--- config.mk ---
export PLATFORM = sky130hd
export DESIGN_NAME = scc_ram
export DESIGN_NICKNAME = d
export VERILOG_FILES = /design/src/rtl/scc_ram.sv
export SDC_FILE = /design/constraint.sdc
export NUM_CORES = 1
export LEC_CHECK = 0
export BUFFER_PORTS_ARGS = -buffer_cell sky130_fd_sc_hd__buf_2
export CAP_MARGIN = 20
export CORE_MARGIN = 1
export CORE_UTILIZATION = 45
export CTS_BUF_LIST = sky130_fd_sc_hd__clkbuf_16
export DETAILED_ROUTE_END_ITERATION = 12
export HOLD_SLACK_MARGIN = 0.03
export MAX_ROUTING_LAYER = met4
export PLACE_DENSITY = 0.7
export SYNTH_ARGS = -nofsm -noshare
export SYNTH_HDL_FRONTEND = slang
export SYNTH_SLANG_ARGS = --single-unit
--- constraint.sdc ---
create_clock -name clk -period 9.84 [get_ports clk]
set_clock_uncertainty 0.1 [all_clocks]
set_input_delay 0.984 -clock clk [delete_from_list [all_inputs] [get_ports clk]]
set_output_delay 0.984 -clock clk [all_outputs]
set_load 0.05 [all_outputs]
--- src/rtl/scc_ram.sv ---
// ----------------------------------------------------------------------------
// scc_ram
// Generic single-write, single-read RAM with registered read data.
// ----------------------------------------------------------------------------
module scc_ram #(
    parameter int WIDTH = 64,
    parameter int DEPTH = 16
) (
    input  logic                     clk,
    input  logic                     we,
    input  logic [$clog2(DEPTH)-1:0] waddr,
    input  logic [WIDTH-1:0]         wdata,
    input  logic [$clog2(DEPTH)-1:0] raddr,
    output logic [WIDTH-1:0]         rdata
);

    logic [WIDTH-1:0] mem [DEPTH];

    always_ff @(posedge clk)
    begin
        if (we)
        begin
            mem[waddr] <= wdata;
        end
        rdata <= mem[raddr];
    end

endmodule

## Word level (Yosys, flattened, before mapping)

Memories as Yosys holds them, arrays and structs flattened. A register that Yosys moved wholly into a read port is not among the register bits.
Index checks and enable logic that the tools add are counted.

- Register bits after elaboration: 0
- Bits in writable memories: 1,024
- Input bits: 74
- Output and inout port bits: 64
- Logic and storage cells: 3
- Memories: 1

- Muxes and demuxes: 2

Memory list:

| memory | words | width | rd ports | clocked after memory_dff | write ports | RTL line | RTL |
|---|---|---|---|---|---|---|---|
| mem | 16 | 64 | 1 | 1 | 1 | 17 | `logic [WIDTH-1:0] mem [DEPTH];` |

Operator list:

| operator | count |
|---|---|
| 2-to-1 mux 1 bit | 2 |

## Longest topological paths before layout

- Depth after elaboration: 2
- Depth in mapped cells: 6
- Gate-level depth less buffers: 3

## Worst setup path before layout

OpenSTA, ideal clock, no wires.

- Kind: in2reg
- Start: in waddr[2]
- End: mem mem[0][0], enable pin
- Library setup time: 0.565 ns
- Arrival time: 5.847 ns
- Setup slack: 3.327 ns
- Stages on the path: 2
- Path buffers: 0
- Path through: or3b_2 -> nor3_1

RTL lines:

| element | RTL line | RTL |
|---|---|---|
| start, declared | 11 | `input logic [$clog2(DEPTH)-1:0] waddr,` |
| end, declared | 17 |  |

Straight into the memory's write port.

## Worst setup path in the final report

- Start: in waddr[2]
- End: mem mem[9][56], enable pin

Straight into the memory's write port.

==> results.sh <==
export IMPL_status="completed"
export IMPL_top_level_ports=138
export IMPL_grt_total_usage_pct=19.8
export IMPL_final_cell_area_um2=45000
export IMPL_grt_antenna_before_repair=12
export IMPL_start_util_pct=45.6
export IMPL_synth_top_family_by_area="multiplexers"
export IMPL_tightest_slew_ns=1.08
export IMPL_die_h_um=299
export IMPL_crit_path_start_kind="input pin"
export IMPL_fp_dieW_um=299
export IMPL_mostFrequentLayoutCells="edfxtp_1, mux4_2, buf_2"
export IMPL_synth_cell_types=18
export IMPL_end_kind="register"
export IMPL_synth_top_cell_by_area="edfxtp_1"
export IMPL_cts_clk_slew_worst_paths_ns=0.06
export IMPL_final_common_cell="edfxtp_1"
export IMPL_wl_mm=84.8
export IMPL_place_area_um2=41700
export IMPL_drv_slew=0
export IMPL_crit_chain="buf_2, nand3b_1, nor2_4, buf_4"
export IMPL_hp_class="reg2reg"
export IMPL_layout_min_cycle_time_ns=2.97
export IMPL_synthMuxAreaShare_pct=14.6
export IMPL_clk_path_buf_depth=3
export IMPL_antenna_left=0
export IMPL_rows=108
export IMPL_setup_viol=0
export IMPL_clk_latency_ns=0.66
export IMPL_vias_per_cell=5.78
export IMPL_globalRouteOverflowTotal=0
export IMPL_layout_drive_gt1_share_pct=30.5
export IMPL_cts_tree="done"
export IMPL_nNetsFinal=1918
export IMPL_synth_adder_area_share_pct=0
export IMPL_drc_errors=0
export IMPL_fmaxAchievable_mhz=336
export IMPL_dr_pass1_iters=5
export IMPL_timing_rr_end="rdata[13]$_DFF_P_"
export IMPL_synth_seq_area_share_pct=80.9
export IMPL_path_max_fanout=45
export IMPL_slowest_stage="nor2_4"
export IMPL_fin_crit_sh_pct=30.2
export IMPL_postCtsSetupBuffers=0
export IMPL_synth_area_top_cells="edfxtp_1, mux4_2, dfxtp_1"
export IMPL_p_leak_nw=14.5
export IMPL_cts_root_buf="clkbuf_16"
export IMPL_first_iter_violations=1749
export IMPL_rr_worst_depth=3
export IMPL_port_buffer_count=137
export IMPL_endpoint="mem[9][56]$_DFFE_PP_"
export IMPL_yosysWarnings=0
export IMPL_critical_path_startpoint="waddr[2]"
export IMPL_synthToLayoutAreaGrowth_pct=13.7
export IMPL_r2r_start="mem[8][13]$_DFFE_PP_"
export IMPL_grt_max_degree=141
export IMPL_synth_xor_area_share_pct=0
export IMPL_cts_max_level=3
export IMPL_rsz0062_at_grt="no"
export IMPL_synthSimpleGateAreaFrac_pct=0.942
export IMPL_r2r_slack_ns=8.34
export IMPL_final_hold_viol_count=0
export IMPL_synth_compound_area_share_pct=2.43
export IMPL_vias=18000
export IMPL_wl_per_cell_um=27.3
export IMPL_syn_nets=1721
export IMPL_powerDensity_nw_per_um2=212
export IMPL_place_congestion=0.722
export IMPL_cts_made_buffers=105
export IMPL_worstHoldStart="mem[7][39]$_DFFE_PP_"
export IMPL_grt_pass1_vias=18900
export IMPL_irDropWorstVdd_mv=0.138
export IMPL_arrival_ns=3.14
export IMPL_synth_cell_area_um2=39600
export IMPL_syn_inst=1647
export IMPL_relSlewSlack_pct=28.2
export IMPL_cts_hold_buf=0
export IMPL_cp_slowest_stage_delay_ns=0.80
export IMPL_synth_top_area_share_pct=77.7
export IMPL_ys_seq_elements=1088
export IMPL_cts_repair_resized=0
export IMPL_clock_sinks=1088
export IMPL_grt_pass1_wl_mm=125
export IMPL_setup_tns_final_ns=0
export IMPL_place_hpwl_mm=41.1
export IMPL_coreArea_um2=86900
export IMPL_crit_required_ns=10.00
export IMPL_synth_avg_cell_area_um2=24.0
export IMPL_die_area_um2=89200
export IMPL_crit_type="in2reg"
export IMPL_maxCapViolCount=0
## worst max-delay path: cells and delay by family
kind,cells,cell delay (ns)
and+or+nand+nor,2,1.19
buffers and inverters,2,0.92
## where the power goes
part | leakage [nW] | internal [W] | switching, W
Clock | 1.72 | 0.00212 | 0.00165
Combinational | 2.97 | 0.000178 | 0.000356
Sequential | 9.79 | 0.00518 | 0.0000388
Total | 14.5 | 0.00748 | 0.00205
## layout make-up
type | instances | area, µm²
clock inverters | 91 | 583
fillers | 6480 | 41900
repair buffers | 174 | 1010
multi-input cells | 475 | 7230
clock buffers | 107 | 2680
well taps | 1155 | 1450
diodes | 14 | 35.0
flip-flops and latches | 1088 | 32000
## through the flow
step | power, W | instances | util (%) | hold WS, ns | setup slack, ns
2_1_floorplan | 0.00566 | 1647 | - | 0.535 | 3.33
3_3_place_gp | 0.00584 | 2892 | 48.0 | 0.553 | 6.10
3_5_place_dp | 0.00586 | 2892 | 48.0 | 0.557 | 6.10
4_1_cts | 0.00960 | 3090 | 51.8 | 0.555 | 6.79
5_1_grt | 0.00981 | 3102 | 51.8 | 0.584 | 6.58
6_report | 0.00953 | 3104 | 51.8 | 0.559 | 6.87
## layer usage
layer,global-route usage (%),wire [µm],up-vias
met1,27.3,34700,9627
met5,-,0,-
li1,-,-,7475
met4,5.45,1640,0
met2,30.6,41900,738
met3,3.74,6550,110
## synth_stat cells
master / count
nand2_1: 65
nor2_1: 13
buf_6: 13
buf_1: 16
or3b_2: 1
buf_2: 13
buf_4: 6
dfxtp_1: 64
mux4_2: 256
edfxtp_1: 1024
a22oi_1: 128
nand2b_1: 2
nand3b_1: 2
nand3_1: 1
clkbuf_1: 36
nor2b_1: 2
nor3_1: 4
and2_1: 1
## how the worst min path moves through the flow
| stage | to | slack, ns | cells after the start |
|---|---|---|---|
| finish | rdata[39]$_DFF_P_ | 0.56 | 3 |
| global route | mem[3][24]$_DFFE_PP_ | 0.58 | 1 |
| CTS | mem[2][24]$_DFFE_PP_ | 0.55 | 1 |
| detailed placement | rdata[47]$_DFF_P_ | 0.56 | 3 |
| global placement | rdata[6]$_DFF_P_ | 0.55 | 3 |
| floorplan | rdata[0]$_DFF_P_ | 0.53 | 3 |
## kinds of logic after synthesis
| logic type | Yosys count |
|---|---|
| AO/OA/AOI/OAI | 128 |
| buffers and inverters | 84 |
| flip-flops | 1088 |
| multiplexers | 256 |
| AND/OR/NAND/NOR | 91 |
## sequential cells by signal (all words and copies together), names as in the netlist
register  flops
mem        1024
rdata        64
(Power assumes the default switching activity.)
