--- config.mk ---
export PLATFORM = sky130hd
export DESIGN_NAME = scc_mul
export DESIGN_NICKNAME = d
export VERILOG_FILES = /design/src/rtl/scc_pkg.sv /design/src/rtl/scc_mul.sv
export SDC_FILE = /design/constraint.sdc
export NUM_CORES = 2
export LEC_CHECK = 0
export BUFFER_PORTS_ARGS = -buffer_cell sky130_fd_sc_hd__buf_4
export CORE_AREA = 4 4 364 366
export CTS_CLUSTER_SIZE = 40
export DETAILED_ROUTE_END_ITERATION = 16
export DIE_AREA = 0 0 368 370
export PLACE_DENSITY_LB_ADDON = 0.3
export SLEW_MARGIN = 15
export SYNTH_ARGS = -nofsm -noshare
export SYNTH_HDL_FRONTEND = slang
export SYNTH_SLANG_ARGS = --single-unit
export TNS_END_PERCENT = 30
--- constraint.sdc ---
create_clock -name clk -period 34.6 [get_ports clk]
set_input_delay 3.46 -clock clk [delete_from_list [all_inputs] [get_ports clk]]
set_output_delay 3.46 -clock clk [all_outputs]
set_load 0.01 [all_outputs]
--- src/rtl/scc_pkg.sv ---
// ----------------------------------------------------------------------------
// scc_pkg
// Shared constants, transaction types, sequencer states and saturating
// arithmetic for the sample covariance accumulator.
// ----------------------------------------------------------------------------
package scc_pkg;

    localparam int MAX_PARAMS = 16;
    localparam int IDX_W      = $clog2(MAX_PARAMS);
    localparam int CNT_W      = $clog2(MAX_PARAMS + 1);
    localparam int CFG_W      = 5;
    localparam int DATA_W     = 64;
    localparam int HALF_W     = DATA_W / 2;
    localparam int ITER_W     = $clog2(DATA_W + 1);

    typedef enum logic [1:0] {
        STATUS_ACCEPTED = 2'd0,
        STATUS_REJECTED = 2'd1,
        STATUS_READ     = 2'd2
    } status_t;

    typedef enum logic {
        REQ_ELEMENT = 1'b0,
        REQ_READ    = 1'b1
    } req_t;

    typedef struct packed {
        req_t               req_type;
        logic signed [31:0] energy;
        logic signed [31:0] derivative;
        logic               last_element;
        logic [3:0]         row;
        logic [3:0]         col;
    } cmd_t;

    typedef struct packed {
        status_t            status;
        logic [31:0]        samples_seen;
        logic signed [63:0] energy_average;
        logic signed [63:0] derivative_average;
        logic signed [63:0] covariance_entry;
        logic signed [63:0] force_value;
    } result_t;

    typedef enum logic [4:0] {
        ST_IDLE,
        ST_ACC_INIT,
        ST_ACC_RD_I,
        ST_ACC_LD_I,
        ST_ACC_WR_I,
        ST_ACC_RD_J,
        ST_ACC_MUL_J,
        ST_ACC_WR_J,
        ST_RD_ADDR,
        ST_RD_ROW,
        ST_RD_COL,
        ST_DIV_GO,
        ST_DIV_WAIT,
        ST_MUL_GO,
        ST_MUL_WAIT,
        ST_FIN,
        ST_EMIT
    } state_t;

    localparam logic signed [63:0] S64_MAX = {1'b0, {63{1'b1}}};
    localparam logic signed [63:0] S64_MIN = {1'b1, {63{1'b0}}};

    function automatic logic signed [63:0] sat66(input logic signed [65:0] v);
        logic signed [63:0] r;
        if (v > 66'sh0_7FFF_FFFF_FFFF_FFFF)
        begin
            r = S64_MAX;
        end
        else if (v < -66'sh0_8000_0000_0000_0000)
        begin
            r = S64_MIN;
        end
        else
        begin
            r = v[63:0];
        end
        return r;
    endfunction

    function automatic logic signed [63:0] sat_add(input logic signed [63:0] a,
                                                   input logic signed [63:0] b);
        logic signed [65:0] s;
        s = $signed({{2{a[63]}}, a}) + $signed({{2{b[63]}}, b});
        return sat66(s);
    endfunction

    function automatic logic signed [63:0] sat_sub(input logic signed [63:0] a,
                                                   input logic signed [63:0] b);
        logic signed [65:0] s;
        s = $signed({{2{a[63]}}, a}) - $signed({{2{b[63]}}, b});
        return sat66(s);
    endfunction

    // saturating multiply by -2
    function automatic logic signed [63:0] neg2(input logic signed [63:0] x);
        logic signed [65:0] s;
        s = 66'sd0 - $signed({x[63], x, 1'b0});
        return sat66(s);
    endfunction

    function automatic logic signed [63:0] sext32(input logic [31:0] v);
        return $signed({{32{v[31]}}, v});
    endfunction

endpackage

--- src/rtl/scc_mul.sv ---
// ----------------------------------------------------------------------------
// scc_mul
// Saturating signed 64 x 64 multiplier. Four 32 x 32 partial products,
// one per cycle, into a 128-bit accumulator.
// ----------------------------------------------------------------------------
module scc_mul (
    input  logic               clk,
    input  logic               rst_n,
    input  logic               start,
    input  logic signed [63:0] a,
    input  logic signed [63:0] b,
    output logic               done,
    output logic signed [63:0] product
);

    logic         run_reg;
    logic         done_reg;
    logic [1:0]   k_reg;
    logic [63:0]  ma_reg;
    logic [63:0]  mb_reg;
    logic         neg_reg;
    logic [127:0] acc_reg;
    logic [31:0]  a_h;
    logic [31:0]  b_h;
    logic [63:0]  pp;
    logic [127:0] pp_sh;
    logic [63:0]  lim;
    logic         over;

    assign a_h = k_reg[1] ? ma_reg[63:32] : ma_reg[31:0];
    assign b_h = k_reg[0] ? mb_reg[63:32] : mb_reg[31:0];
    assign pp  = a_h * b_h;

    always_comb
    begin
        unique case (k_reg)
            2'd0:    pp_sh = {64'd0, pp};
            2'd3:    pp_sh = {pp, 64'd0};
            default: pp_sh = {32'd0, pp, 32'd0};
        endcase
    end

    always_ff @(posedge clk or negedge rst_n)
    begin
        if (!rst_n)
        begin
            run_reg  <= 1'b0;
            done_reg <= 1'b0;
            k_reg    <= '0;
        end
        else
        begin
            done_reg <= run_reg && (k_reg == 2'd3);
            if (start)
            begin
                run_reg <= 1'b1;
                k_reg   <= '0;
            end
            else if (run_reg)
            begin
                k_reg <= k_reg + 2'd1;
                if (k_reg == 2'd3)
                begin
                    run_reg <= 1'b0;
                end
            end
        end
    end

    always_ff @(posedge clk)
    begin
        if (start)
        begin
            ma_reg  <= a[63] ? 64'd0 - a : a;
            mb_reg  <= b[63] ? 64'd0 - b : b;
            neg_reg <= a[63] ^ b[63];
            acc_reg <= '0;
        end
        else if (run_reg)
        begin
            acc_reg <= acc_reg + pp_sh;
        end
    end

    assign lim  = neg_reg ? {1'b1, 63'd0} : {1'b0, {63{1'b1}}};
    assign over = (acc_reg[127:64] != '0) || (acc_reg[63:0] > lim);

    always_comb
    begin
        if (over)
        begin
            product = neg_reg ? scc_pkg::S64_MIN : scc_pkg::S64_MAX;
        end
        else
        begin
            product = neg_reg ? $signed(64'd0 - acc_reg[63:0]) : $signed(acc_reg[63:0]);
        end
    end

    assign done = done_reg;

endmodule

# Word-level counts from Yosys, hierarchy flattened
# Cells that the tools add are included.
# word_totals
ff_bits,261
in_bits,131
elab_cells,36
# op_classes
add_sub_neg,5
multipliers,1
order_cmp,1
n_eq_ne,1
muxes,13
bitwise,1
reduce_logical,5
# ops
op,n
128-bit case mux with 2 select lines,1
64-bit 2-to-1 mux,3
"1-bit by 64-bit subtractor with 64-bit output, first input constant",3
128-bit adder,1
63-bit 2-to-1 mux,2
64-bit greater-than comparator,1
32-bit by 32-bit multiplier with 64-bit output,1
32-bit 2-to-1 mux,2
64-bit nonzero test,1
2-bit 2-to-1 mux,2
1-bit 2-to-1 mux,3
"2-bit by 1-bit adder with 2-bit output, second input constant",1
"2-bit == test, second input constant",1
2-bit logical NOT,1
2-bit nonzero test,1
1-bit logical AND,1
1-bit logical OR,1
1-bit XOR,1

# Longest topological paths before layout
# depth
depth_word,4
ltp_mapped,47
mapped_depth_nobuf,42

# Worst setup path after synthesis
# No wires, ideal clock.
# synth_path
kind,register to register
start,register k_reg[1]
end,register acc_reg[106]
setup_time_ns,0.117
t_arrival_ns,11.744
path_slack_ns,22.739
stages_incl_launch_ff,46
period_less_slack_ns,11.861
cell_sequence,dfrtp_1 > clkbuf_1 > clkbuf_1 > buf_1 > mux2i_1 > clkbuf_1 > nor2_1 > fa_1 > inv_1 > fa_1 > fa_1 > fa_1 > inv_1 > fa_1 > inv_1 > fa_1 > inv_1 > fa_1 > [10 not listed] > a21oi_1 > o21ai_0 > xor2_1 > a22o_1 > ha_1 > clkbuf_1 > a21oi_1 > o21ai_0 > a21boi_0 > o221ai_1 > a41oi_1 > o21ai_0 > a31oi_1 > a21boi_0 > o21ai_0 > and3_1 > or4_1 > a32o_1
# synth_between
elab_chain_cells,4
word_cells_on_any_way,6
classes_between,add/sub (1); mul (1); eq/ne (1); mux (2); reduce/logical (1)
# synth_lines
item,line_no,source
"start, declared",scc_mul.sv:18,logic [1:0] k_reg;
"start signal, assigned",scc_mul.sv:61,k_reg <= k_reg + 2'd1;
32-bit 2-to-1 mux,scc_mul.sv:30,assign a_h = k_reg[1] ? ma_reg[63:32] : ma_reg[31:0];
32-bit by 32-bit multiplier with 64-bit output,scc_mul.sv:32,assign pp = a_h * b_h;
128-bit case mux with 2 select lines (*),scc_mul.sv:36,unique case (k_reg)
128-bit adder (*),scc_mul.sv:81,acc_reg <= acc_reg + pp_sh;
"end signal, assigned",scc_mul.sv:81,
"end, declared",scc_mul.sv:22,logic [127:0] acc_reg;
# Mark *: on every way between the ends. The rest lies on a longest branch, timed or not.
# A chain may end at the register's enable or synchronous reset.

# Final worst setup path
# layout_path
start,register k_reg[1]
end,register acc_reg[124]
# The elaborated chain is that of the path after synthesis.

==> results.tsv <==
stage	metric	value	unit
setup_path	crit_family	adder cells	
final_layout	nets	8136	
synthesis	syn-cell-area	56500	sq um
synthesis	synthTopCellsByCount	inv_1, fa_1, nor2_1	
cts	cts_tree	yes	
route	drtIter0Drc	4468	
global_routing	met2_usage	0.451	
sta	setup_tns	0	ns
sta	hold_viol	0	
cts	htreeDepth	2	
setup_path	startpoint_type	flip-flop	
sta	tightest_slew	1.24	ns
route	wl_per_cell	23.7	microns
synthesis	ys_seq_area_frac	0.116	
route	num_vias	49244	
global_routing	busiest_layer	met2	
route	drcViolationCount	0	
final_layout	areaGrowthSynthToFinish	8.16	%
setup_path	cp_slowest_cell	dfrtp_4	
floorplanning	chipHeight	370	microns
placed_design	port-buffer-count	195	
global_routing	antenna_found_initial	2	
placed_design	dpl.hpwl	159000	microns
global_routing	grt_max_degree	69	
synthesis	synth_top_area_cell	fa_1	
setup_path	cp-end-kind	flip-flop	
sta	min_period	14.30	ns
floorplanning	die-area	136000	sq um
placed_design	place_congestion	0.973	
global_routing	use_met3	0.0545	
floorplanning	die_w	368	microns
cts	clkSinkCount	261	
route	dr.pass1.iters	8	
setup_path	path_class	reg -> reg	
route	viasPerCell	5.85	
floorplanning	initial_core_util	0.437	
setup_path	cp_num_buf_inv	6	
sta	setup_viol_count_final	0	
global_routing	grt_pass1_vias	49349	
final_layout	largest_reg_flops	128	
sta	clock_skew	0.0494	ns
global_routing	grt_first_pass_wirelength	300000	microns
synthesis	avgSynthCellArea	8.51	sq um
sta	post-route-period-util	0.413	
placed_design	dpl-instance-area	59900	sq um
setup_path	critical_path_required	35.09	ns
setup_path	crit_fanout	35	
synthesis	synth.most_common_cell	inv_1	
synthesis	synthTopCellsByArea	fa_1, ha_1, edfxtp_1, inv_1, nor2_1	
placed_design	dp_cells	8347	
synthesis	async_flop_share	0.0153	
flow_run	maxCapViolCount	0	
synthesis	netlist.area_leader.share	0.318	
global_routing	track_usage	0.288	
floorplanning	rows	132	
route	drtAntennaViolNets	0	
status	status	finished clean	
cts	clk_latency	0.61	ns
cts	post_cts_buffers	0	
synthesis	syn-num-nets	8131	
setup_path	critPathArrivalTime	14.79	ns
sta	fmax	69.9	MHz
setup_path	cpMostUsedCell	fa_1	
final_layout	utilization	0.473	
floorplanning	ios	196	
cts	hold_buffers	0	
cts	cts_buffer_depth	3	
synthesis	postSynthCellCount	6637	
synthesis	synth_cell_types	83	
final_layout	layout-drive-gt1-share	0.0768	
cts	clockRootBuffer	clkbuf_16	
final_layout	final_cells	8412	
sta	rsz0062_at_grt	false	
floorplanning	core_area	129000	sq um
synthesis	synth_edf_count	129	
route	wirelength	200000	microns
global_routing	use_met1	0.384	
final_layout	final_cell_area	61100	sq um
cts	numCtsBuffers	35	
sta	timing_max_transition_violations_final	0	
setup_path	critPathMaxStageDelay	0.79	ns
synthesis	synth-seq-cells	261	
synthesis	synth_top_flop_cell	edfxtp_1	
sta	slew-limit-headroom	0.172	
cts	clk_pin_slew_worst_paths	0.07	ns
global_routing	grt_overflow	0	
synthesis	ys_warn_count	0	
cts	cts_resized	0	
worst_hold_path	holdCritPathClass	reg -> reg	
==> kinds of logic after synthesis <==
logic type | after synthesis | share of synthesized area
AOI/OAI and AO/OA | 1121 | 0.130
adders and majority gates | 1363 | 0.421
muxes | 197 | 0.0363
and+or+nand+nor | 2119 | 0.166
DFF | 261 | 0.116
xor gates and xnor gates | 297 | 0.0461
buffers and inverters | 1279 | 0.0852
==> cells in the final DEF, fill, tap and decap left out, types with 21 or more instances in the layout <==
cell type,instances
clkbuf_16,37
o21a_1,24
dfxtp_1,128
buf_4,295
mux2i_2,36
o21ai_0,261
nor4_1,42
edfxtp_1,129
o31ai_1,54
a21oi_1,285
or3_1,49
nor3_1,73
a21o_1,181
inv_1,951
xnor2_1,233
fa_1,897
nor2b_1,23
nand2_1,739
a211oi_1,21
and3_1,24
nor2_1,812
or4_1,39
nand2b_1,34
xor2_1,63
and2_1,65
nand3_1,61
ha_1,465
mux2i_1,90
mux2_2,60
nand4_1,96
o21bai_1,41
o311ai_0,45
a22o_1,52
==> cell type report <==
type / count / area, sq um
diodes: 1 / 2.50
clock buffers: 45 / 996
clock inverters: 19 / 168
fillers: 12603 / 68100
inverters: 951 / 3570
multi-input cells: 5097 / 45400
flip-flops and latches: 261 / 6550
well taps: 1742 / 2180
repair buffers: 296 / 2230
==> through the flow <==
step	setup WS [ns]	hold slack (ns)
final	20.30	0.486
after global routing	19.89	0.508
after CTS	20.61	0.485
after detailed placement	20.65	0.477
after global placement	20.70	0.467
after floorplan	22.74	0.454
==> worst reg2reg max path, delay by kind of cell, from the launching register on <==
family | cells | cell delay, ns
buf+inv | 6 | 1.23
fa+ha+maj | 10 | 4.65
xor+xnor | 1 | 0.59
simple gates | 10 | 2.48
flops | 1 | 0.79
mux | 1 | 0.29
compound gates | 13 | 4.17
==> per-layer routing <==
| layer | vias to the layer above | part of all wire |
|---|---|---|
| met5 | - | 0 |
| met4 | 0 | 0.063 |
| met2 | 2430 | 0.44 |
| li1 | 21796 | - |
| met1 | 24444 | 0.40 |
| met3 | 574 | 0.091 |
==> worst paths after layout <==
check | end | startpoint | slack, ns | cells past startpoint
hold reg to reg | acc_reg[117]$_SDFFE_PP0P_ | acc_reg[117]$_SDFFE_PP0P_ | 0.49 | 2
max in group asynchronous | run_reg$_DFF_PN0_ | rst_n | 31.71 | 1
setup / recovery | acc_reg[124]$_SDFFE_PP0P_ | k_reg[1]$_DFFE_PN0P_ | 20.30 | 41
hold / removal | acc_reg[117]$_SDFFE_PP0P_ | acc_reg[117]$_SDFFE_PP0P_ | 0.49 | 2
setup reg to reg | acc_reg[124]$_SDFFE_PP0P_ | k_reg[1]$_DFFE_PN0P_ | 20.30 | 41
min in group asynchronous | done$_DFF_PN0_ | rst_n | 2.69 | 1
Power is left out: the tool's default activity adds up to more than one toggle a clock period on the data nets, which glitch-free logic cannot reach.
