**src/rtl/scc_pkg.sv**
```systemverilog
// ----------------------------------------------------------------------------
// scc_pkg
// Shared constants, transaction types, sequencer states and saturating
// arithmetic for the sample covariance accumulator.
// ----------------------------------------------------------------------------
package scc_pkg;

    localparam int MAX_PARAMS = 16;
    localparam int IDX_W      = $clog2(MAX_PARAMS);
    localparam int CNT_W      = $clog2(MAX_PARAMS + 1);
    localparam int CFG_W      = 5;
    localparam int DATA_W     = 64;
    localparam int HALF_W     = DATA_W / 2;
    localparam int ITER_W     = $clog2(DATA_W + 1);

    typedef enum logic [1:0] {
        STATUS_ACCEPTED = 2'd0,
        STATUS_REJECTED = 2'd1,
        STATUS_READ     = 2'd2
    } status_t;

    typedef enum logic {
        REQ_ELEMENT = 1'b0,
        REQ_READ    = 1'b1
    } req_t;

    typedef struct packed {
        req_t               req_type;
        logic signed [31:0] energy;
        logic signed [31:0] derivative;
        logic               last_element;
        logic [3:0]         row;
        logic [3:0]         col;
    } cmd_t;

    typedef struct packed {
        status_t            status;
        logic [31:0]        samples_seen;
        logic signed [63:0] energy_average;
        logic signed [63:0] derivative_average;
        logic signed [63:0] covariance_entry;
        logic signed [63:0] force_value;
    } result_t;

    typedef enum logic [4:0] {
        ST_IDLE,
        ST_ACC_INIT,
        ST_ACC_RD_I,
        ST_ACC_LD_I,
        ST_ACC_WR_I,
        ST_ACC_RD_J,
        ST_ACC_MUL_J,
        ST_ACC_WR_J,
        ST_RD_ADDR,
        ST_RD_ROW,
        ST_RD_COL,
        ST_DIV_GO,
        ST_DIV_WAIT,
        ST_MUL_GO,
        ST_MUL_WAIT,
        ST_FIN,
        ST_EMIT
    } state_t;

    localparam logic signed [63:0] S64_MAX = {1'b0, {63{1'b1}}};
    localparam logic signed [63:0] S64_MIN = {1'b1, {63{1'b0}}};

    function automatic logic signed [63:0] sat66(input logic signed [65:0] v);
        logic signed [63:0] r;
        if (v > 66'sh0_7FFF_FFFF_FFFF_FFFF)
        begin
            r = S64_MAX;
        end
        else if (v < -66'sh0_8000_0000_0000_0000)
        begin
            r = S64_MIN;
        end
        else
        begin
            r = v[63:0];
        end
        return r;
    endfunction

    function automatic logic signed [63:0] sat_add(input logic signed [63:0] a,
                                                   input logic signed [63:0] b);
        logic signed [65:0] s;
        s = $signed({{2{a[63]}}, a}) + $signed({{2{b[63]}}, b});
        return sat66(s);
    endfunction

    function automatic logic signed [63:0] sat_sub(input logic signed [63:0] a,
                                                   input logic signed [63:0] b);
        logic signed [65:0] s;
        s = $signed({{2{a[63]}}, a}) - $signed({{2{b[63]}}, b});
        return sat66(s);
    endfunction

    // saturating multiply by -2
    function automatic logic signed [63:0] neg2(input logic signed [63:0] x);
        logic signed [65:0] s;
        s = 66'sd0 - $signed({x[63], x, 1'b0});
        return sat66(s);
    endfunction

    function automatic logic signed [63:0] sext32(input logic [31:0] v);
        return $signed({{32{v[31]}}, v});
    endfunction

endpackage

```
**src/rtl/scc_div.sv**
```systemverilog
// ----------------------------------------------------------------------------
// scc_div
// Signed 64-bit by unsigned 32-bit divider, truncating toward zero.
// Restoring, one quotient bit per cycle.
// ----------------------------------------------------------------------------
module scc_div (
    input  logic               clk,
    input  logic               rst_n,
    input  logic               start,
    input  logic signed [63:0] dividend,
    input  logic [31:0]        divisor,
    output logic               done,
    output logic signed [63:0] quotient
);

    logic [scc_pkg::ITER_W-1:0] cnt_reg;
    logic                       done_reg;
    logic [63:0]                quo_reg;
    logic [31:0]                rem_reg;
    logic [31:0]                dvs_reg;
    logic                       neg_reg;
    logic [32:0]                rem_sh;
    logic                       ge;
    logic [32:0]                rem_next;
    logic [63:0]                mag;

    assign mag      = dividend[63] ? 64'd0 - dividend : dividend;
    assign rem_sh   = {rem_reg, quo_reg[63]};
    assign ge       = rem_sh >= {1'b0, dvs_reg};
    assign rem_next = ge ? rem_sh - {1'b0, dvs_reg} : rem_sh;

    always_ff @(posedge clk or negedge rst_n)
    begin
        if (!rst_n)
        begin
            cnt_reg  <= '0;
            done_reg <= 1'b0;
        end
        else
        begin
            done_reg <= (cnt_reg == scc_pkg::ITER_W'(1));
            if (start)
            begin
                cnt_reg <= scc_pkg::ITER_W'(scc_pkg::DATA_W);
            end
            else if (cnt_reg != '0)
            begin
                cnt_reg <= cnt_reg - scc_pkg::ITER_W'(1);
            end
        end
    end

    always_ff @(posedge clk)
    begin
        if (start)
        begin
            quo_reg <= mag;
            rem_reg <= '0;
            dvs_reg <= divisor;
            neg_reg <= dividend[63];
        end
        else if (cnt_reg != '0)
        begin
            rem_reg <= rem_next[31:0];
            quo_reg <= {quo_reg[62:0], ge};
        end
    end

    assign done     = done_reg;
    assign quotient = neg_reg ? $signed(64'd0 - quo_reg) : $signed(quo_reg);

endmodule

```
**config.mk**
```make
export PLATFORM = sky130hd
export DESIGN_NAME = scc_div
export DESIGN_NICKNAME = d
export VERILOG_FILES = /design/src/rtl/scc_pkg.sv /design/src/rtl/scc_div.sv
export SDC_FILE = /design/constraint.sdc
export NUM_CORES = 1
export LEC_CHECK = 0
export BUFFER_PORTS_ARGS = -buffer_cell sky130_fd_sc_hd__buf_2
export CAP_MARGIN = 5
export CORE_MARGIN = 3
export CORE_UTILIZATION = 40
export DETAILED_ROUTE_END_ITERATION = 10
export GPL_TIMING_DRIVEN = 0
export HOLD_SLACK_MARGIN = 0.12
export PLACE_DENSITY = 0.6
export SLEW_MARGIN = 25
export SYNTH_ARGS = -nofsm -noshare
export SYNTH_HDL_FRONTEND = slang
export SYNTH_SLANG_ARGS = --single-unit
```
**constraint.sdc**
```tcl
create_clock -name clk -period 2.87 [get_ports clk]
set_input_delay 0.287 -clock clk [delete_from_list [all_inputs] [get_ports clk]]
set_output_delay 0.287 -clock clk [all_outputs]
set_load 0.01 [all_outputs]
```
### After elaboration in Yosys (flattened, before gate mapping)

Index checks and enable logic that the tools add are counted.

* register bits: 137
* bits in read-only memories: 0
* logic and storage cells: 21
* memories kept: 0
* RAM bits: 0
* output and inout bits: 65
* input port bits: 99
* bits in latches: 0

* mux-type cells: 7
* add/sub/neg operators: 4
* equality and inequality tests: 1
* div/mod/pow operators: 0
* reductions and logical operators: 2
* bitwise operators: 0
* shifts and indexed selects: 0
* $lt $le $gt $ge: 1
* $mul: 0

Operators by type and width (count)
* 64-bit two-way mux: 4
* 1-bit by 64-bit subtractor with 64-bit output (first input constant): 2
* 33-bit by 32-bit >= comparator with 1-bit output: 1
* 32-bit two-way mux: 1
* 32-bit subtractor: 1
* 7-bit two-way mux: 2
* 7-bit by 1-bit equality test with 1-bit output (second input constant): 1
* 7-bit nonzero test: 1
* 7-bit by 1-bit subtractor with 7-bit output (second input constant): 1
* 2-bit nonzero test: 1

### Longest topological paths before layout

Gate-level depths: netlist of the first run.

* depth in word-level cells: 3
* depth in mapped cells: 14
* depth with buffers taken out: 12

### Least setup slack after synthesis of the first run

Ideal clock, no wire load.

* kind: reg-to-output
* from: reg quo_reg[14]
* to: out quotient[44]
* data arrival time: 2909 ps
* cell stages (with the launch flop): 9
* slack: -326 ps
* path buffers: 0
* data required time: 2583 ps
* path through: edfxtp_1 -> or4_1 -> or4_1 -> or2_2 -> or3_1 -> nor2b_2 -> nand3_2 -> o41ai_1 -> xnor2_1

* word-level cells in the longest chain between the ends: 2

RTL lines
* start, declared: RTL line scc_div.sv:18 `logic [63:0] quo_reg;`
* start signal, assigned: RTL line scc_div.sv:57 `quo_reg <= mag;`
* start signal, assigned: RTL line scc_div.sv:65 `quo_reg <= {quo_reg[62:0], ge};`
* 1-bit by 64-bit subtractor with 64-bit output: RTL line scc_div.sv:70 `assign quotient = neg_reg ? $signed(64'd0 - quo_reg) : $signed(quo_reg);`
* 64-bit two-way mux: RTL line scc_div.sv:70
* end, declared: RTL line scc_div.sv:13 `output logic signed [63:0] quotient`

Every way passes these cells.

### Final worst setup path of the first run

* from: reg quo_reg[13]
* to: out quotient[56]

The elaborated chain is that of the path after synthesis.

==> results of run 1 <==
synthesized netlist by cell type (all sizes together) (19+ instances only):
cell / instances / area share [%]
o31ai: 36 / 2.8
clkbuf: 45 / 1.7
xor2: 65 / 5.8
o21ai: 66 / 3.4
xnor2: 84 / 7.5
nor3: 22 / 1.1
ha: 36 / 4.6
a21oi: 90 / 4.6
inv: 45 / 1.7
o41ai: 19 / 1.8
or3: 22 / 1.6
nor2: 101 / 3.9
nand3: 46 / 2.5
edfxtp: 97 / 30
nand2: 99 / 3.8
dfxtp: 32 / 6.5
a21o: 19 / 1.5
per-stage QoR:
step	worst slack [ns]	hold WS (ns)	std cells	cell area, sq um	power (uW)
4_1_cts	-0.905	0.222	1679	13000	9340
3_5_place_dp	-0.744	0.147	1586	11300	6790
5_1_grt	-1.02	0.247	1696	13700	10600
6_report	-0.934	0.223	1698	13700	9980
3_3_place_gp	-1.23	0.149	1585	11300	6770
2_1_floorplan	-0.180	-0.00859	1103	10100	5610
repair_timing:
item                                   in CTS  in global routing
gates cloned                                1                  1
hold buffers                               34                  0
pin swaps                                  42                 58
endpoints found under the hold margin      41                  0
buffers inserted                           30                 18
setup endpoints to repair                 137                 92
gates resized for setup                   108                125
routing by layer:
metal / vias to the layer above / track usage [%] / share of wire [%]
met5: - / 0 / 0.022
met4: 2 / 7.79 / 2.7
met3: 62 / 3.31 / 6.2
met2: 345 / 37.7 / 47
met1: 4516 / 32.8 / 44
li1: 4553 / - / -
area by class of cell:
class,count,area [sq um]
Inverter,45,174
Tap cell,319,399
Clock inverter,12,98.8
Buffer,47,280
Fill cell,2053,10000
Multi-Input combinational cell,867,6890
Timing Repair Buffer,248,1670
Antenna cell,3,7.51
Sequential cell,137,3750
Clock buffer,20,458
cell usage in the layout, fill, tap and decap left out, drive strengths merged, types with 16 or more instances in the layout:
master | synthesis | routed
buf | 9 | 224
nor2 | 101 | 101
nand2 | 99 | 99
edfxtp | 97 | 97
a21oi | 90 | 90
xnor2 | 84 | 84
o21ai | 66 | 66
xor2 | 65 | 65
clkbuf | 45 | 57
inv | 45 | 47
nand3 | 46 | 46
ha | 36 | 36
o31ai | 36 | 36
dlygate4sd3 | 0 | 34
dfxtp | 32 | 32
nor3 | 22 | 22
or3 | 22 | 22
a21o | 19 | 19
o41ai | 19 | 19
or4 | 16 | 16
logic make-up after synthesis:
family / synth area share, %
buf+inv: 4.12
fa+ha+maj: 4.81
simple gates: 19.3
mux: 1.69
xor+xnor: 13.3
compound gates: 18.3
flops: 38.4
power groups by stage:
stage	sequential (uW)	combinational (uW)	clock [uW]
floorplan	2990	2620	0
global placement	3130	3640	0
detailed placement	3130	3670	0
CTS	3110	4100	2120
global route	3230	5110	2240
finish	3180	4700	2100
worst max-delay path by stage:
stage                                       end             startpoint  slack (ns)
after floorplan                    quotient[44]  quo_reg[15]$_DFFE_PP_       -0.18
after global placement    quo_reg[30]$_DFFE_PP_                  start       -1.23
after detailed placement           quotient[59]  quo_reg[39]$_DFFE_PP_       -0.74
after CTS                          quotient[40]  quo_reg[13]$_DFFE_PP_       -0.91
after global routing               quotient[56]  quo_reg[13]$_DFFE_PP_       -1.02
final                              quotient[56]  quo_reg[13]$_DFFE_PP_       -0.93
worst min-delay path: stages:
cell and delay (ns):
buf_2 0.09, nand3_1 0.06, o211ai_1 0.09
==> results.json, run 1 <==
{
  "dr.pass1.iters": 5,
  "power_density_nw_per_um2": 727,
  "hold_start": "dividend[62]",
  "synth-main-ff-cell": "edfxtp_1",
  "cp_common_cell": "or4_4",
  "final_hold_viol_count": 0,
  "arrival_ns": 3.52,
  "crit_required_ns": 2.58,
  "vias_per_cell": 5.58,
  "r2r_start": "dvs_reg[1]$_DFFE_PP_",
  "area_growth_pct": 40.3,
  "synth-edff-count": 97,
  "relSlewSlack_pct": 32.7,
  "drive_gt1_share_pct": 32.8,
  "rsz0062_at_grt": "true",
  "largest_register_ffs": 64,
  "pin_count": 164,
  "grt_pass1_vias": 9027,
  "reg2reg_slack_ns": 0.03,
  "start_kind": "flop",
  "clockPowerShare_pct": 21.1,
  "post_drt_wl_per_cell_um": 18.7,
  "sequentialPowerShare_pct": 31.8,
  "postSynthCellCount": 1103,
  "cts_sinks": 137,
  "min_path_type": "input pin to flop",
  "grt_antenna_before_repair": 2,
  "violations": "negative setup slack",
  "hold_end": "quo_reg[62]$_DFFE_PP_",
  "p_int_uw": 6020,
  "grt_pass1_wl_mm": 49.1,
  "clk-insertion-delay-late_ns": 0.42,
  "slowest_delay_ns": 0.55,
  "p_sw_share_pct": 39.7,
  "fin_skew_ns": 0.0111,
  "combinationalPowerShare_pct": 47.1,
  "ff2ff_path_depth": 12,
  "core.rowCount": 56,
  "synth_seq_cells": 137,
  "cp_cell_sequence": "or4_4 -> or4_4 -> or2_4 -> or3_4 -> nor2b_4 -> buf_6 -> nand2_8 -> o41ai_4 -> xnor2_2 -> buf_2",
  "htree_levels": 4,
  "leakage_uw": 0.00552,
  "cts-buffers-inserted": 17,
  "min_delay_path_depth": 3,
  "dieArea_sq_um": 26400,
  "yosysSeqAreaShare_pct": 38.4,
  "setup_ws_ns": -0.934,
  "vias": 9478,
  "core_sq_um": 23800,
  "gp_congestion": 0.899,
  "critPathTopFamily": "simple AND/OR/NAND/NOR gates",
  "drt-total-wl_mm": 31.8,
  "tritoncts": "yes",
  "root_buffer": "clkbuf_16",
  "post-route-period-util_pct": 133,
  "ir_worst_vdd_mv": 0.406,
  "die_w_um": 162,
  "setup_tns_ns": -32.08,
  "cpMaxStageDelayCell": "or4_4",
  "maxSlewViolCount": 0,
  "p_sw_uw": 3960,
  "dpl.hpwl_mm": 22.6,
  "clockBufferDepth": 2,
  "status": "finished, violations left",
  "period_needed_ns": 3.80,
  "cap_violations": 0,
  "grt.total_usage_pct": 23.5,
  "io_buffers": 163,
  "syn_area_sq_um": 9780,
  "critPathKind": "flop to output port",
  "yosysWarningCount": 0,
  "worstMarginPinSlew_ns": 1.01,
  "start_util_pct": 41.2,
  "gr-total-overflow": 0,
  "drc_errors": 0,
  "path_buf_inv": 2,
  "clock.fmax_mhz": 263,
  "clkTransAtPathRegs_ns": 0.06,
  "critPathMaxFanout": 4,
  "dieHeight_um": 162,
  "crit_cells": 10,
  "async_flop_share_pct": 5.84,
  "end_kind": "output port",
  "fin_nets": 1499,
  "synth_fp_nets": 1239,
  "synthDistinctLibCells": 67,
  "avgSynthCellArea_sq_um": 8.87,
  "final_antenna_net_count": 0,
  "r2r-end": "rem_reg[11]$_SDFFE_PP0P_",
  "drtIter0Drc": 674,
  "utilization_pct": 57.8,
  "grt_max_degree": 53,
  "setup_violations": 45
}
Power figures use the tool's default switching activity.
==> run 2: changes to the inputs <==
Settings changed: CORE_UTILIZATION 40 to 25, PLACE_DENSITY 0.6 to 0.41.
==> run 2 against run 1 <==
Die area increased by 58%. The run still ends with negative setup slack left. Utilization is 20 points lower. Clock-buffer cell count shrank 1. Maximum frequency down 3.0%. Critical endpoint unchanged. Critical path type unchanged.
==> results.json, run 2 (synthesis results as in run 1) <==
{
  "status": "finished, violations left",
  "violations": "negative setup slack",
  "power_density_nw_per_um2": 739,
  "drc_errors": 0,
  "clk-insertion-delay-late_ns": 0.45,
  "fill_cells": 3871,
  "cts-buffers-inserted": 17,
  "relSlewSlack_pct": 21.4,
  "setup_ws_ns": -1.05,
  "start_util_pct": 25.7,
  "core.rowCount": 71,
  "drtIter0Drc": 419,
  "end_kind": "output port",
  "gp_congestion": 0.809,
  "post-route-period-util_pct": 137,
  "dieHeight_um": 204,
  "cts_sinks": 137,
  "setup_violations": 69,
  "utilization_pct": 37.9,
  "final_common_cell": "buf_2",
  "drt-total-wl_mm": 36.6,
  "slowest_delay_ns": 0.54,
  "maxSlewViolCount": 0,
  "grt_max_degree": 40,
  "dp_slack_ns": -0.914,
  "dr.pass1.iters": 5,
  "pin_count": 164,
  "antennaDiodeCount": 0,
  "arrival_ns": 3.63,
  "critPathKind": "flop to output port",
  "placed_cell_area_sq_um": 11600,
  "grt_pass1_wl_mm": 55.0,
  "start_kind": "flop",
  "worstMarginPinSlew_ns": 1.18,
  "drive_gt1_share_pct": 37.0,
  "grt.total_usage_pct": 17.3,
  "grt_antenna_before_repair": 1,
  "multi_input_comb_area_sq_um": 7110,
  "io_buffers": 163,
  "fin_area_sq_um": 14500,
  "dpl.hpwl_mm": 26.0,
  "rsz0062_at_grt": "true",
  "grt_pass1_vias": 9248,
  "layout.cells.non_filler": 1910,
  "fin_nets": 1522,
  "ir_worst_vdd_mv": 0.468,
  "clock.fmax_mhz": 255,
  "largest_register_ffs": 64,
  "place_inst": 1778,
  "clockBufferDepth": 2,
  "post_drt_wl_per_cell_um": 19.2,
  "dieArea_sq_um": 41500,
  "area_growth_pct": 47.8,
  "final_hold_viol_count": 0,
  "clkTransAtPathRegs_ns": 0.07,
  "final_cell_mix": "buf_2 (160), nor2_1 (98), edfxtp_1 (97), a21oi_1 (79), nand2_1 (77)",
  "root_buffer": "clkbuf_16",
  "die_w_um": 204,
  "vias": 9438,
  "cp_cell_sequence": "or4_4 -> or4_4 -> or2_4 -> or3_4 -> nor2b_4 -> buf_6 -> nand2_8 -> o41ai_4 -> xnor2_2 -> buf_2",
  "final_antenna_net_count": 0,
  "core_sq_um": 38100,
  "vias_per_cell": 4.94,
  "gr-total-overflow": 0,
  "min_path_type": "input pin to flop",
  "period_needed_ns": 3.92,
  "fin_skew_ns": 0.0138,
  "tritoncts": "yes",
  "cap_violations": 0,
  "regArea_sq_um": 3760,
  "htree_levels": 4,
  "critPathMaxFanout": 3,
  "crit_required_ns": 2.58,
  "cp_common_cell": "or4_4",
  "cpMaxStageDelayCell": "or4_4",
  "leakage_uw": 0.00575
}
-- run 2: cell types whose count changed in the layout (fill, tap and decap cells not counted), moves of 5 or more --
cell / previous run / this run
buf_4: 42 / 49
buf_6: 16 / 27
ha_1: 24 / 19
inv_4: 4 / 9
nand2_1: 85 / 77
nand2_4: 7 / 12
nand3_1: 39 / 26
nand3_2: 4 / 12
nand3_4: 3 / 8
-- run 2: stage by stage --
stage	hold WS [ns]	power, uW	setup TNS [ns]
6_report	0.192	10700	-35.56
5_1_grt	0.198	11400	-42.49
4_1_cts	0.154	10100	-33.92
3_3_place_gp	0.162	6930	-150.67
3_5_place_dp	0.161	6910	-53.25
2_1_floorplan	-0.00859	5610	-2.31
-- run 2: layout make-up --
cell class,instances,area share [%]
timing repair buffer,272,13.0
inverter,45,1.20
buffer,46,2.20
sequential,137,26.0
multi-input combinational,867,49.2
tap,511,4.42
clock buffer,19,3.21
clock inverter,13,0.761
-- run 2: critical path: cells and delay by family (launching register included) --
kind / cells / cell delay [ns]
buffers and inverters: 2 / 0.34
AO/OA/AOI/OAI: 1 / 0.39
XOR/XNOR: 1 / 0.18
flip-flops: 1 / 0.42
AND/OR/NAND/NOR: 6 / 1.86
-- run 2: routing by layer --
layer | track usage [%] | vias up | part of all wire [%]
met3 | 2.76 | 21 | 4.9
met2 | 28.4 | 231 | 48
li1 | - | 4606 | -
met4 | 4.23 | 2 | 0.89
met1 | 23.7 | 4578 | 46
met5 | 0 | - | 0.036
-- run 2: what timing repair did --
| action | 4_1_cts | 5_1_grt |
|---|---|---|
| hold endpoints to repair | 41 | 0 |
| hold buffers | 34 | 0 |
| gates cloned | 3 | 1 |
| buffers inserted | 42 | 29 |
| setup endpoints to repair | 151 | 117 |
| resized for setup | 140 | 153 |
| pin swaps | 50 | 88 |
-- run 2: report_power, final --
group          switching, uW  internal (uW)
clock network            987           1270
logic                   2780           2430
registers                587           2630
-- run 2: path summary, 6_finish.rpt --
| check | cells after the start | slack (ns) | end | start |
|---|---|---|---|---|
| worst min-delay path | 3 | 0.19 | quo_reg[62]$_DFFE_PP_ | dividend[62] |
| worst max-delay path | 10 | -1.05 | quotient[56] | quo_reg[14]$_DFFE_PP_ |
| worst min register to register | 2 | 0.48 | rem_reg[31]$_SDFFE_PP0P_ | rem_reg[31]$_SDFFE_PP0P_ |
| max in group asynchronous | 2 | 2.45 | cnt_reg[3]$_DFFE_PN0P_ | rst_n |
| worst max register to register | 12 | -0.09 | rem_reg[1]$_SDFFE_PP0P_ | rem_reg[17]$_SDFFE_PP0P_ |
| min in group asynchronous | 2 | 0.23 | cnt_reg[1]$_DFFE_PN0P_ | rst_n |
==> run 3: changes to the inputs <==
Settings changed: CORE_UTILIZATION 25 to 52, PLACE_DENSITY 0.41 to 0.76.
==> run 3 against run 2 <==
The flow still finishes with violations (negative setup slack). Sequential cell count stayed put. Via count up 8.3%. First-iteration DRC count rose by 140%. Total power increased by 2.0%. Maximum frequency increased by 2.4%. Cell area decreased by 3.0%. Die area fell by 51%. Critical path depth is the same. Clock-buffer cell count grew 4. Utilization grew 39 points. Clock power about the same. Combinational power up 4%. Largest cell class unchanged.
==> results.json, run 3 (synthesis results as in run 1) <==
{
  "crit_required_ns": 2.58,
  "cp_common_cell": "or4_4",
  "dpl.hpwl_mm": 21.2,
  "layout.cells.non_filler": 1625,
  "relSlewSlack_pct": 24.8,
  "p_sw_share_pct": 40.5,
  "dieHeight_um": 143,
  "hold_start": "dividend[62]",
  "drc_errors": 0,
  "min_delay_path_depth": 3,
  "htree_levels": 4,
  "reg2reg_slack_ns": -0.35,
  "clockPowerShare_pct": 20.8,
  "p_sw_uw": 4420,
  "clkTransAtPathRegs_ns": 0.06,
  "critPathMaxFanout": 4,
  "final_common_cell": "buf_2",
  "drtIter0Drc": 993,
  "fin_skew_ns": 0.0138,
  "core.rowCount": 49,
  "leakage_uw": 0.00568,
  "status": "finished, violations left",
  "post_drt_wl_per_cell_um": 21.3,
  "tritoncts": "yes",
  "grt_pass1_wl_mm": 48.1,
  "wl_met3_mm": 2.95,
  "place_inst": 1496,
  "drt-total-wl_mm": 34.7,
  "drive_gt1_share_pct": 35.9,
  "cts-buffers-inserted": 17,
  "p_int_uw": 6480,
  "fill_cells": 1143,
  "r2r-end": "rem_reg[0]$_SDFFE_PP0P_",
  "violations": "negative setup slack",
  "dr.pass1.iters": 7,
  "ff2ff_path_depth": 13,
  "vias": 10217,
  "start_kind": "flop",
  "io_buffers": 163,
  "slowest_delay_ns": 0.51,
  "end_kind": "output port",
  "post-route-period-util_pct": 133,
  "clk-insertion-delay-late_ns": 0.44,
  "core_sq_um": 18200,
  "final_antenna_net_count": 0,
  "grt.total_usage_pct": 29.6,
  "ir_worst_vdd_mv": 0.559,
  "cap_violations": 0,
  "final_cell_mix": "buf_2 (159), nor2_1 (98), edfxtp_1 (97), a21oi_1 (80), nand2_1 (76)",
  "critPathKind": "flop to output port",
  "setup_violations": 79,
  "met1Wirelength_mm": 12.8,
  "grt_max_degree": 38,
  "final_hold_viol_count": 0,
  "hold_end": "quo_reg[62]$_DFFE_PP_",
  "highest_layer": "met4",
  "grt_antenna_before_repair": 1,
  "rsz0062_at_grt": "true",
  "area_growth_pct": 43.4,
  "dieArea_sq_um": 20500,
  "setup_tns_ns": -41.61,
  "start_util_pct": 53.7,
  "grt_pass1_vias": 9495,
  "gp_congestion": 0.929,
  "cp_cell_sequence": "or4_4 -> or4_4 -> or2_4 -> or3_4 -> nor2b_4 -> buf_12 -> nand2_8 -> o41ai_4 -> xnor2_1 -> buf_2",
  "cpMaxStageDelayCell": "or4_4",
  "pin_count": 164,
  "arrival_ns": 3.54,
  "clockBufferDepth": 2,
  "setup_ws_ns": -0.957,
  "gr-total-overflow": 0,
  "fin_nets": 1518,
  "crit_start": "quo_reg[13]$_DFFE_PP_",
  "wl_met2_mm": 17.1,
  "clock.fmax_mhz": 261,
  "min_path_type": "input pin to flop",
  "cts_sinks": 137,
  "dp_slack_ns": -0.761,
  "worstMarginPinSlew_ns": 1.12,
  "die_w_um": 143,
  "vias_per_cell": 6.29,
  "sequentialPowerShare_pct": 29.5,
  "combinationalPowerShare_pct": 49.7,
  "power_density_nw_per_um2": 777,
  "root_buffer": "clkbuf_16",
  "period_needed_ns": 3.83,
  "r2r_start": "rem_reg[13]$_SDFFE_PP0P_",
  "largest_register_ffs": 64,
  "maxSlewViolCount": 0
}
[run 3: per-stage QoR]
| stage | util [%] | hold slack [ns] | instance area [sq um] | power [uW] |
|---|---|---|---|---|
| 2_1_floorplan | - | -0.00859 | 10100 | 5610 |
| 3_3_place_gp | 61.4 | 0.156 | 11200 | 6660 |
| 3_5_place_dp | 61.5 | 0.152 | 11200 | 6740 |
| 5_1_grt | 77.0 | 0.217 | 14000 | 11400 |
| 6_report | 77.0 | 0.221 | 14000 | 10900 |
| 4_1_cts | 70.3 | 0.244 | 12800 | 9480 |
[run 3: worst max path at each step]
stage | endpoint | slack [ns] | depth (start not counted)
4_1_cts | quotient[56] | -0.91 | 10
2_1_floorplan | quotient[44] | -0.18 | 8
6_report | quotient[56] | -0.96 | 10
3_3_place_gp | quo_reg[48]$_DFFE_PP_ | -1.19 | 4
3_5_place_dp | rem_reg[30]$_SDFFE_PP0P_ | -0.76 | 14
5_1_grt | quotient[59] | -1.04 | 9
[run 3: cell type report]
| cell class | count | area [sq um] | area share [%] |
|---|---|---|---|
| flip-flops and latches | 137 | 3750 | 26.8 |
| clock buffers | 23 | 478 | 3.41 |
| diodes | 1 | 2.50 | 0.0178 |
| clock inverters | 9 | 115 | 0.821 |
| plain buffers | 48 | 315 | 2.25 |
| well taps | 229 | 287 | 2.04 |
| repair buffers | 266 | 1870 | 13.3 |
| inverters | 45 | 174 | 1.24 |
| multi-input cells | 867 | 7030 | 50.1 |
[run 3: what timing repair did]
item,in CTS,in global routing
setup endpoints to repair,118,90
buffers inserted,30,36
cloned,0,3
hold buffers,34,0
pin swaps,28,88
hold endpoints to repair,41,0
resized for setup,96,190
[run 3: routing by layer]
metal | track usage [%] | vias up
met5 | 0 | -
met4 | 12.4 | 0
met3 | 5.63 | 159
met2 | 51.2 | 646
met1 | 36.2 | 4825
li1 | - | 4587
[run 3: critical path, delay by kind of cell, from the launching register on]
| kind | cells | cell delay [ns] |
|---|---|---|
| AOI/OAI and AO/OA | 1 | 0.35 |
| xor gates and xnor gates | 1 | 0.15 |
| buffers and inverters | 2 | 0.30 |
| DFF | 1 | 0.46 |
| and+or+nand+nor | 6 | 1.85 |
[run 3: power groups by stage]
stage | sequential, uW | clock [uW] | combinational (uW)
final | 3220 | 2270 | 5410
after global routing | 3260 | 2360 | 5730
after CTS | 3100 | 2240 | 4140
after detailed placement | 3120 | 0 | 3620
after global placement | 3120 | 0 | 3540
after floorplan | 2990 | 0 | 2620
